## config.mk

```make
export PLATFORM = sky130hd
export DESIGN_NAME = lru_key_value_cache
export DESIGN_NICKNAME = d
export VERILOG_FILES = /design/src/rtl/core/lkvc_pkg.sv /design/src/rtl/core/lkvc_ctrl.sv /design/src/rtl/core/lkvc_dpath.sv /design/src/rtl/core/lru_key_value_cache.sv
export VERILOG_INCLUDE_DIRS = /design/src /design/src/rtl/core
export SDC_FILE = /design/constraint.sdc
export NUM_CORES = 1
export LEC_CHECK = 0
export BUFFER_PORTS_ARGS = -buffer_cell sky130_fd_sc_hd__buf_4
export CORE_MARGIN = 10
export CORE_UTILIZATION = 35
export DETAILED_ROUTE_END_ITERATION = 8
export PLACE_DENSITY = 0.56
export SLEW_MARGIN = 20
export SYNTH_ARGS = -nofsm -noshare
export SYNTH_HDL_FRONTEND = slang
export SYNTH_SLANG_ARGS = --single-unit
export TNS_END_PERCENT = 20
```

## constraint.sdc

```tcl
create_clock -name clk_i -period 4.2 [get_ports clk_i]
set_input_delay 0.63 -clock clk_i [delete_from_list [all_inputs] [get_ports clk_i]]
set_output_delay 0.63 -clock clk_i [all_outputs]
set_load 0.01 [all_outputs]
```

## src/rtl/core/lru_key_value_cache_assert.svh

```systemverilog
// ----------------------------------------------------------------------------
// LRU key/value cache assertion macros
// Concurrent assertion wrappers, sampled on clk_i; LKVC_ASSERT is disabled in reset.
// ----------------------------------------------------------------------------
`ifndef LRU_KEY_VALUE_CACHE_ASSERT_SVH
`define LRU_KEY_VALUE_CACHE_ASSERT_SVH
`ifndef SYNTHESIS
`define LKVC_ASSERT(name, prop, msg) \
  name: assert property (@(posedge clk_i) disable iff (!rst_ni) (prop)) else $error(msg);
`define LKVC_ASSERT_ANY(name, prop, msg) \
  name: assert property (@(posedge clk_i) (prop)) else $error(msg);
`else
`define LKVC_ASSERT(name, prop, msg)
`define LKVC_ASSERT_ANY(name, prop, msg)
`endif
`endif

```

## src/rtl/core/lkvc_pkg.sv

```systemverilog
`timescale 1ns / 1ps
// ----------------------------------------------------------------------------
// LRU key/value cache package
// Field widths, operation codes, controller states and command/status types.
// ----------------------------------------------------------------------------
package lkvc_pkg;

  localparam int unsigned FuncW       = 2;
  localparam int unsigned KeyW        = 31;
  localparam int unsigned ValW        = 32;
  localparam int unsigned DefCapacity = 8;

  typedef enum logic [FuncW-1:0] {
    FUNC_LOOKUP = 2'd0,
    FUNC_INSERT = 2'd1,
    FUNC_CLEAR  = 2'd2
  } func_e;

  typedef enum logic [2:0] {
    S_IDLE = 3'b001,
    S_CMP  = 3'b010,
    S_UPD  = 3'b100
  } state_e;

  typedef struct packed {
    logic load;     // capture the input item
    logic compare;  // search the store, plan the reorder
    logic update;   // apply the reorder, load the result
  } cmd_t;

  typedef struct packed {
    logic out_full; // result register holds an item not yet taken
  } sts_t;

endpackage

```

## src/rtl/core/lkvc_ctrl.sv

```systemverilog
`timescale 1ns / 1ps
// ----------------------------------------------------------------------------
// LRU key/value cache controller
// Sequences accept, compare and update, and holds the update while the
// result register is still occupied.
// ----------------------------------------------------------------------------
`include "lru_key_value_cache_assert.svh"

module lkvc_ctrl
  import lkvc_pkg::*;
(
  input  logic clk_i,
  input  logic rst_ni,
  input  logic in_valid_i,
  output logic in_ready_o,
  input  logic out_ready_i,
  input  sts_t sts_i,
  output cmd_t cmd_o
);

  state_e state_q, state_d;
  logic   can_retire;
  logic   accept;

  assign can_retire = !sts_i.out_full || out_ready_i;
  assign in_ready_o = (state_q == S_IDLE) || ((state_q == S_UPD) && can_retire);
  assign accept     = in_valid_i && in_ready_o;

  assign cmd_o.load    = accept;
  assign cmd_o.compare = (state_q == S_CMP);
  assign cmd_o.update  = (state_q == S_UPD) && can_retire;

  always_comb begin
    state_d = state_q;
    unique case (state_q)
      S_IDLE: begin
        if (accept) state_d = S_CMP;
      end
      S_CMP: begin
        state_d = S_UPD;
      end
      S_UPD: begin
        if (can_retire) state_d = accept ? S_CMP : S_IDLE;
      end
      default: begin
        state_d = S_IDLE;
      end
    endcase
  end

  always_ff @(posedge clk_i or negedge rst_ni) begin
    if (!rst_ni) begin
      state_q <= S_IDLE;
    end else begin
      state_q <= state_d;
    end
  end

  `LKVC_ASSERT(a_accept_to_cmp, accept |=> (state_q == S_CMP), "accepted item did not enter compare")
  `LKVC_ASSERT(a_stall_holds, ((state_q == S_UPD) && !can_retire) |=> (state_q == S_UPD), "update left while result pending")
  `LKVC_ASSERT(a_update_fills, cmd_o.update |=> sts_i.out_full, "update did not load the result register")
  `LKVC_ASSERT(a_onehot_state, $onehot(state_q), "state register not one-hot")

endmodule

```

## src/rtl/core/lkvc_dpath.sv

```systemverilog
`timescale 1ns / 1ps
// ----------------------------------------------------------------------------
// LRU key/value cache datapath
// Recency-ordered slot row with per-slot key compare, shift/write planning
// and the result register. Slot 0 is least recent.
// ----------------------------------------------------------------------------
`include "lru_key_value_cache_assert.svh"

module lkvc_dpath
  import lkvc_pkg::*;
#(
  parameter int unsigned Capacity = DefCapacity
) (
  input  logic            clk_i,
  input  logic            rst_ni,
  input  cmd_t            cmd_i,
  output sts_t            sts_o,
  input  logic [FuncW-1:0] func_i,
  input  logic [KeyW-1:0] key_i,
  input  logic [ValW-1:0] value_in_i,
  output logic            out_valid_o,
  input  logic            out_ready_i,
  output logic            hit_o,
  output logic [ValW-1:0] value_out_o,
  output logic            evicted_o
);

  // captured item
  logic [FuncW-1:0] func_q;
  logic [KeyW-1:0]  key_q;
  logic [ValW-1:0]  val_q;

  // slot row
  logic [KeyW-1:0]     key_r [Capacity];
  logic [ValW-1:0]     val_r [Capacity];
  logic [Capacity-1:0] valid_q;

  // compare-stage plan
  logic [Capacity-1:0] match, ge_match, top, first_free;
  logic [Capacity-1:0] sh_d, sh_q, wr_d, wr_q;
  logic                hit, full;
  logic [ValW-1:0]     hval;
  logic                hit_q, evict_d, evict_q, lk_hit_d, lk_hit_q;
  logic [ValW-1:0]     wval_d, wval_q;

  // result register
  logic            out_valid_q;
  logic            hit_out_q, evict_out_q;
  logic [ValW-1:0] vout_q;

  always_ff @(posedge clk_i) begin
    if (cmd_i.load) begin
      func_q <= func_i;
      key_q  <= key_i;
      val_q  <= value_in_i;
    end
  end

  always_comb begin
    hval = '0;
    for (int s = 0; s < Capacity; s++) begin
      match[s] = valid_q[s] && (key_r[s] == key_q);
      hval     = hval | ({ValW{match[s]}} & val_r[s]);
    end
    for (int s = 0; s < Capacity; s++) begin
      ge_match[s] = |(match & ({Capacity{1'b1}} >> (Capacity - 1 - s)));
    end
  end

  assign hit        = |match;
  assign full       = valid_q[Capacity-1];
  assign top        = valid_q & ~{1'b0, valid_q[Capacity-1:1]};
  assign first_free = ~valid_q & {valid_q[Capacity-2:0], 1'b1};

  always_comb begin
    sh_d     = '0;
    wr_d     = '0;
    evict_d  = 1'b0;
    lk_hit_d = 1'b0;
    wval_d   = val_q;
    unique case (func_q)
      FUNC_LOOKUP: begin
        lk_hit_d = hit;
        wval_d   = hval;
        if (hit) begin
          sh_d = ge_match;
          wr_d = top;
        end
      end
      FUNC_INSERT: begin
        if (hit) begin
          sh_d = ge_match;
          wr_d = top;
        end else if (full) begin
          // drop the least recent entry
          sh_d    = '1;
          wr_d    = top;
          evict_d = 1'b1;
        end else begin
          wr_d = first_free;
        end
      end
      FUNC_CLEAR: begin
        if (hit) sh_d = ge_match;
      end
      default: begin
        sh_d = '0;
      end
    endcase
  end

  always_ff @(posedge clk_i) begin
    if (cmd_i.compare) begin
      sh_q     <= sh_d;
      wr_q     <= wr_d;
      hit_q    <= hit && ((func_q == FUNC_LOOKUP) || (func_q == FUNC_INSERT) ||
                          (func_q == FUNC_CLEAR));
      evict_q  <= evict_d;
      lk_hit_q <= lk_hit_d;
      wval_q   <= wval_d;
    end
  end

  for (genvar g = 0; g < Capacity; g++) begin : g_slot
    logic [KeyW-1:0] src_key;
    logic [ValW-1:0] src_val;
    logic            src_valid;

    if (g == Capacity - 1) begin : g_top
      assign src_key   = '0;
      assign src_val   = '0;
      assign src_valid = 1'b0;
    end else begin : g_mid
      assign src_key   = key_r[g+1];
      assign src_val   = val_r[g+1];
      assign src_valid = valid_q[g+1];
    end

    always_ff @(posedge clk_i or negedge rst_ni) begin
      if (!rst_ni) begin
        valid_q[g] <= 1'b0;
      end else if (cmd_i.update) begin
        if (wr_q[g]) begin
          valid_q[g] <= 1'b1;
        end else if (sh_q[g]) begin
          valid_q[g] <= src_valid;
        end
      end
    end

    always_ff @(posedge clk_i) begin
      if (cmd_i.update) begin
        if (wr_q[g]) begin
          key_r[g] <= key_q;
          val_r[g] <= wval_q;
        end else if (sh_q[g]) begin
          key_r[g] <= src_key;
          val_r[g] <= src_val;
        end
      end
    end
  end

  always_ff @(posedge clk_i or negedge rst_ni) begin
    if (!rst_ni) begin
      out_valid_q <= 1'b0;
    end else if (cmd_i.update) begin
      out_valid_q <= 1'b1;
    end else if (out_ready_i) begin
      out_valid_q <= 1'b0;
    end
  end

  always_ff @(posedge clk_i) begin
    if (cmd_i.update) begin
      hit_out_q   <= hit_q;
      evict_out_q <= evict_q;
      vout_q      <= lk_hit_q ? wval_q : '0;
    end
  end

  assign sts_o.out_full = out_valid_q;
  assign out_valid_o    = out_valid_q;
  assign hit_o          = hit_out_q;
  assign value_out_o    = vout_q;
  assign evicted_o      = evict_out_q;

  `LKVC_ASSERT(a_match_unique, $onehot0(match), "key present in more than one slot")
  `LKVC_ASSERT(a_valid_packed, (((valid_q + Capacity'(1)) & valid_q) == '0), "valid slots not packed at the least recent end")
  `LKVC_ASSERT(a_one_write, cmd_i.update |-> $onehot0(wr_q), "more than one slot planned for write")
  `LKVC_ASSERT(a_evict_full, (cmd_i.compare && evict_d) |-> full, "eviction planned on a store with room")

endmodule

```

## src/rtl/core/lru_key_value_cache.sv

```systemverilog
`timescale 1ns / 1ps
// ----------------------------------------------------------------------------
// LRU key/value cache
// Fully associative key/value store kept in recency order.
// ----------------------------------------------------------------------------
// Usage:
//   Input channel (in_valid_i/in_ready_o) carries func_i (0 lookup, 1 insert,
//   2 clear, 3 ignored), key_i and value_in_i. Output channel
//   (out_valid_o/out_ready_i) returns one item per input: hit_o, value_out_o
//   (stored word on a lookup hit, else zero) and evicted_o.
//   Each accepted item passes through a compare state (all slots in
//   parallel) and a shift/write state that loads the output register.
//   The next item can be accepted during the shift/write state of the
//   current one when the output register is free or being taken, and the
//   slot row is read and rewritten once per item.
//   When the receiver stalls, the finished result waits in the output
//   register; the following item is still accepted and compared, and its
//   update waits until the register is taken.
//   Reset empties the store (all slots invalid) and clears out_valid_o.
// ----------------------------------------------------------------------------
module lru_key_value_cache
  import lkvc_pkg::*;
#(
  parameter int unsigned CAPACITY = DefCapacity
) (
  input  logic            clk_i,
  input  logic            rst_ni,
  input  logic            in_valid_i,
  output logic            in_ready_o,
  input  logic [FuncW-1:0] func_i,
  input  logic [KeyW-1:0] key_i,
  input  logic [ValW-1:0] value_in_i,
  output logic            out_valid_o,
  input  logic            out_ready_i,
  output logic            hit_o,
  output logic [ValW-1:0] value_out_o,
  output logic            evicted_o
);

  cmd_t cmd;
  sts_t sts;

  lkvc_ctrl u_ctrl (
    .clk_i       (clk_i),
    .rst_ni      (rst_ni),
    .in_valid_i  (in_valid_i),
    .in_ready_o  (in_ready_o),
    .out_ready_i (out_ready_i),
    .sts_i       (sts),
    .cmd_o       (cmd)
  );

  lkvc_dpath #(
    .Capacity (CAPACITY)
  ) u_dpath (
    .clk_i       (clk_i),
    .rst_ni      (rst_ni),
    .cmd_i       (cmd),
    .sts_o       (sts),
    .func_i      (func_i),
    .key_i       (key_i),
    .value_in_i  (value_in_i),
    .out_valid_o (out_valid_o),
    .out_ready_i (out_ready_i),
    .hit_o       (hit_o),
    .value_out_o (value_out_o),
    .evicted_o   (evicted_o)
  );

endmodule

```

# --- Yosys cells after proc, flatten, opt, wreduce, memory -nomap -nowiden ---
# Memory sizes are Yosys's and may differ from the RTL's.
# Index checks and enable logic that the tools add are counted.
# W data, S select, Z words.
word_totals:
  register_bits: 162
  ram_bits: 504
  output_inout_bits: 36
  wordCells: 223
  mem_count: 2
op_classes:
  n_eq_ne: 15
  muxes: 104
  bitwise: 36
  n_reduce_logical: 44
memory_table:
  columns: ["name", "words", "width", "read_ports", "rd_ports_with_merged_regs", "wr", "line_no", "text"]
  rows:
  - ["u_dpath.val_r", 8, 32, 8, 0, 8, "lkvc_dpath.sv:35", "logic [ValW-1:0] val_r [Capacity];"]
  - ["u_dpath.key_r", 8, 31, 8, 0, 8, "lkvc_dpath.sv:34", "logic [KeyW-1:0] key_r [Capacity];"]
op_table:
  columns: ["cell", "count"]
  rows:
  - ["$mux W32", 9]
  - ["$and A32 B32 Y32", 8]
  - ["$eq A31 B31 Y1", 8]
  - ["$mux W31", 8]
  - ["$or A32 B32 Y32", 7]
  - ["$mux W1", 75]
  - ["$mux W8", 6]
  - ["$pmux W8 S2", 2]
  - ["$reduce_and A2 Y1", 9]
  - ["$reduce_bool A2 Y1", 9]
  - ["$and A8 B8 Y8", 2]
  - ["$or A1 B1 Y1", 16]
  - ["$logic_and A1 B1 Y1", 11]
  - ["$pmux W3 S3", 1]
  - ["$reduce_or A9 Y1", 1]
  - ["$not A7 Y8", 1]
  - ["$not A8 Y8", 1]
  - ["$reduce_or A8 Y1", 1]
  - ["$reduce_or A7 Y1", 1]
  - ["$mux W3", 2]
  - ["$reduce_or A6 Y1", 1]
  - ["$reduce_or A5 Y1", 1]
  - ["$logic_or A1 B1 Y1", 4]
  - ["$ne A2 B1 Y1 const B", 2]
  - ["12 further kinds", 13]

# --- Logic depth before layout (Yosys ltp) ---
# An unclocked memory read counts as a cell.
logic_depth:
  ltp_word: 12
  depth_mapped: 10
  mapped_depth_nobuf: 7

# --- By module ---
# A second synthesis with hierarchy kept.
hier_totals:
  hier_cells: 1987
  hier_area_um2: 31078.6
modules_own_cells:
  columns: ["module", "n_inst", "cells_each", "area_each_um2"]
  rows:
  - ["lkvc_dpath", 1, 1966, 30878.4]
  - ["lkvc_ctrl", 1, 21, 200.2]

# --- Worst setup path after synthesis ---
# OpenSTA, ideal clock, no wires.
synth_timing:
  path_kind: "input port to flip-flop"
  start: "in out_ready_i"
  end: "mem u_dpath.key_r[0][0], enable pin"
  arrival_ns: 4.081
  path_slack_ns: -0.307
  cell_stages: 4
  path_cell_list: "nor2b_1 -> nor3_1 -> clkbuf_1 -> o21a_1"
synth_rtl:
  columns: ["item", "line_no", "text"]
  rows:
  - ["start, declared", "lru_key_value_cache.sv:34", "input logic out_ready_i,"]
  - ["end, declared", "lkvc_dpath.sv:34", null]

# --- Worst setup path in the final report ---
layout_timing:
  start: "reg u_dpath.key_q[12]"
  end: "reg u_dpath.wr_q[7] (data pin)"
layout_via:
  elab_chain_len: 5
  word_cells_on_any_way: 20
layout_rtl:
  columns: ["item", "line_no", "text"]
  rows:
  - ["start, declared", "lkvc_dpath.sv:30", "logic [KeyW-1:0] key_q;"]
  - ["start signal, assigned", "lkvc_dpath.sv:54", "key_q <= key_i;"]
  - ["$eq A31 B31 Y1", "lkvc_dpath.sv:62", "match[s] = valid_q[s] && (key_r[s] == key_q);"]
  - ["$logic_and A1 B1 Y1", "lkvc_dpath.sv:62", null]
  - ["$reduce_or A8 Y1 *", "lkvc_dpath.sv:70", "assign hit = |match;"]
  - ["$mux W8, on equally long branches", "lkvc_dpath.sv:91, lkvc_dpath.sv:85", null]
  - ["$pmux W8 S2 *", "lkvc_dpath.sv:81", "unique case (func_q)"]
  - ["named net u_dpath.wr_d[7]", "lkvc_dpath.sv:40", "logic [Capacity-1:0] sh_d, sh_q, wr_d, wr_q;"]
  - ["end signal, assigned", "lkvc_dpath.sv:115", "wr_q <= wr_d;"]
  - ["end, declared", "lkvc_dpath.sv:40", null]
# The timed path passes the listed nets; every way through them passes the cells marked *.
# A chain may end at the register's enable or synchronous reset.

==> summary.txt <==
Critical path
  • Crit path depth: 8
  • Crit-path max FO: 16
  • Kind of critical path: reg2reg
  • Crit end category: flip-flop
  • Worst-path cell chain: xor2_1, nor4_1, nand4_1, nor4_4, buf_4, or4_4, nor2_2, a211oi_1
  • Slowest cell on the critical path: nor4_1
  • WP data arrival: 4100 ps
  • Cell family with most CP delay: simple AND/OR/NAND/NOR gates
  • CP max stage delay: 910 ps
  • CP startpoint kind: flip-flop
  • Crit path buf inv count: 1
  • WP data required: 4660 ps
  • Reg2Reg Depth: 8

Synthesis
  • Seq/Total Area, Yosys: 63.8%
  • Synth warn: 0
  • Yosys top cell by area: edfxtp_1
  • Share of Yosys cell area claimed by the top area cell type: 62.9%
  • Count leader, synth: edfxtp_1
  • Seq cells post-synth: 666
  • Post-synth cell types: 43
  • Most used flip-flop cell after synthesis: edfxtp_1
  • Syn nets: 2065
  • EDFF count, synth: 654
  • Async S/R FF share, synth: 1.80%
  • Post-Syn Instances: 1996
  • Area contributors post-synth: edfxtp_1, mux2_2, xor2_1
  • Mapped Area: 0.0312 mm²
  • Post-Syn Area per Cell: 15.7 µm²
  • Most frequent cells after synthesis: edfxtp_1, mux2_2, xor2_1

Pwr
  • Maximum VDD drop: 286 µV
  • PD cells: 505 mW/mm²
  • Leak pwr: 0.0118 µW

Clocking
  • Num Clock Sinks: 666
  • Num CTS Buffers: 77
  • Clock latency on the worst-skew pair: 650 ps
  • Gates resized, CTS repair: 0
  • CTS tree: done
  • Hold Buf Count CTS: 1
  • Clock root buffer: clkbuf_16
  • Clock transition at path regs: 60 ps
  • Setup repair bufs after CTS: 0
  • H-Tree Depth: 3
  • CTS max path bufs: 3

Floorplan
  • Die area: 0.102 mm²
  • Die height: 319 µm
  • Die Wd: 319 µm
  • I/O pin total: 105
  • Starting Density: 35.3%
  • Placement Rows: 109
  • Core area: 0.0885 mm²

Job
  • Max-Cap Viols: 0

STA
  • RSZ-0062 raised after global routing: false
  • Final Max Tran Viols: 0
  • Hold Fails Final Rpt: 0
  • Slew headroom: 27.1%
  • Finish-stage setup viols: 0
  • Worst-Margin Slew: 1090 ps
  • Worst clock skew: 42.3 ps
  • Final period utilization: 86.6%
  • Min Tclk post-route: 3640 ps
  • Sum Neg Setup Slack: 0 ps
  • F_max: 275 MHz

Cells and area
  • # nets final: 2149
  • Layout cells sized above 1: 34.3%
  • Post-route cell area: 0.0357 mm²
  • Layout area overhead: 14.3%

Global route
  • Overall Global Routing Usage: 17.6%
  • Initial antenna violation count: 2
  • Wire length of the first global-routing pass: 134000 µm
  • Number of global-route vias before repair: 18592
  • Largest net degree at the start of global routing: 64
  • GRT overflow: 0

Detailed routing
  • DRC: 0
  • Vias per inst: 5.45
  • Total Wirelength: 92000 µm
  • Post-route ant nets: 0
  • Vias: 18030
  • Routed len/inst: 27.8 µm
  • Pre-antenna DRT Iters: 5
  • Drt initial violations: 1636

Placement
  • PortBufs: 104
  • DP HPWL: 56400 µm
  • Placed cell area: 0.0333 mm²
  • RD Place Congestion: 0.861

Status
  • Status: finished, final reports clean

Hold path
  • Min-Delay Path Depth: 1
  • Worst hold path class: in2reg
## cell families (layout without fill, tap and decap cells)
logic type,after synthesis,in the layout,share of synthesized area (%)
xor+xnor,248,248,6.95
simple gates,284,284,5.45
flops,666,666,63.8
compound gates,198,198,5.09
buf+inv,159,306,2.79
mux,441,441,15.9
other cells,0,1,0
## where the power goes
group | switching (µW) | leakage [µW] | internal, µW
registers | 674 | 0.00608 | 8180
logic | 1460 | 0.00452 | 1210
clock network | 2860 | 0.00119 | 3640
total | 5000 | 0.0118 | 13000
## routing by layer
metal	vias to the layer above	global-route usage, %	part of all wire, %
met1	9435	24.1	44
met5	-	0	0
met4	0	4.54	2.2
li1	7869	-	-
met3	127	2.73	5.5
met2	599	29.0	48
## stage by stage
step                hold slack [ps]  setup slack [ps]  total power (µW)  instances  utilization [%]
floorplan                       334               229             10600       1996                -
global placement                408               523             11600       3165             37.6
detailed placement              424               536             11600       3165             37.6
CTS                             132               510             18200       3308             40.4
global route                    129               408             18700       3308             40.4
finish                          153               562             18000       3309             40.4
## path summary, 6_finish.rpt
path	start	to	slack [ps]
min reg2reg	u_dpath.hit_q	u_dpath.hit_o	440
min	value_in_i[16]	u_dpath.val_q[16]	150
max in group asynchronous	rst_ni	u_ctrl.state_q[0]	3550
max	u_dpath.key_q[12]	u_dpath.wr_q[7]	560
min in group asynchronous	rst_ni	u_ctrl.state_q[1]	380
max reg2reg	u_dpath.key_q[12]	u_dpath.wr_q[7]	560
## sequential cells by signal (all words and copies together) (netlist names)
register,flops
u_ctrl.state_q,3
u_dpath.evict_q,1
u_dpath.evicted_o,1
u_dpath.full,1
u_dpath.func_q,2
u_dpath.g_slot.src_valid,6
u_dpath.hit_o,1
u_dpath.hit_q,1
u_dpath.key_q,31
u_dpath.key_r,248
u_dpath.lk_hit_q,1
u_dpath.out_valid_o,1
u_dpath.sh_q,8
u_dpath.val_q,32
u_dpath.val_r,256
u_dpath.valid_q,1
u_dpath.value_out_o,32
u_dpath.wr_q,8
u_dpath.wval_q,32
## cells in the final DEF, fill, tap and decap left out, types with 16 or more instances in the layout
cell	n
buf_4	152
nand2_1	16
and2_1	98
nor4_1	45
a31oi_1	34
clkinv_1	17
xor2_1	160
clkbuf_16	77
a221oi_1	64
mux2_2	441
edfxtp_1	654
xnor2_1	88
nor2_1	45
nand4_1	31
clkbuf_1	18
a22o_1	65
## worst register-to-register path, delay by kind of cell (launching register included)
kind	cells	cell delay, ps
flops	1	790
xor+xnor	1	260
compound gates	1	250
buf+inv	1	320
simple gates	5	1840
## cell type report
type,instances,area [µm²]
diodes,1,2.50
clock buffers,100,2060
clock inverters,42,367
fillers,8093,52800
inverters,1,3.75
multi-input cells,1171,10500
flip-flops and latches,666,19900
well taps,1165,1460
repair buffers,163,1350
No activity file was read; power rests on OpenSTA's default activity.
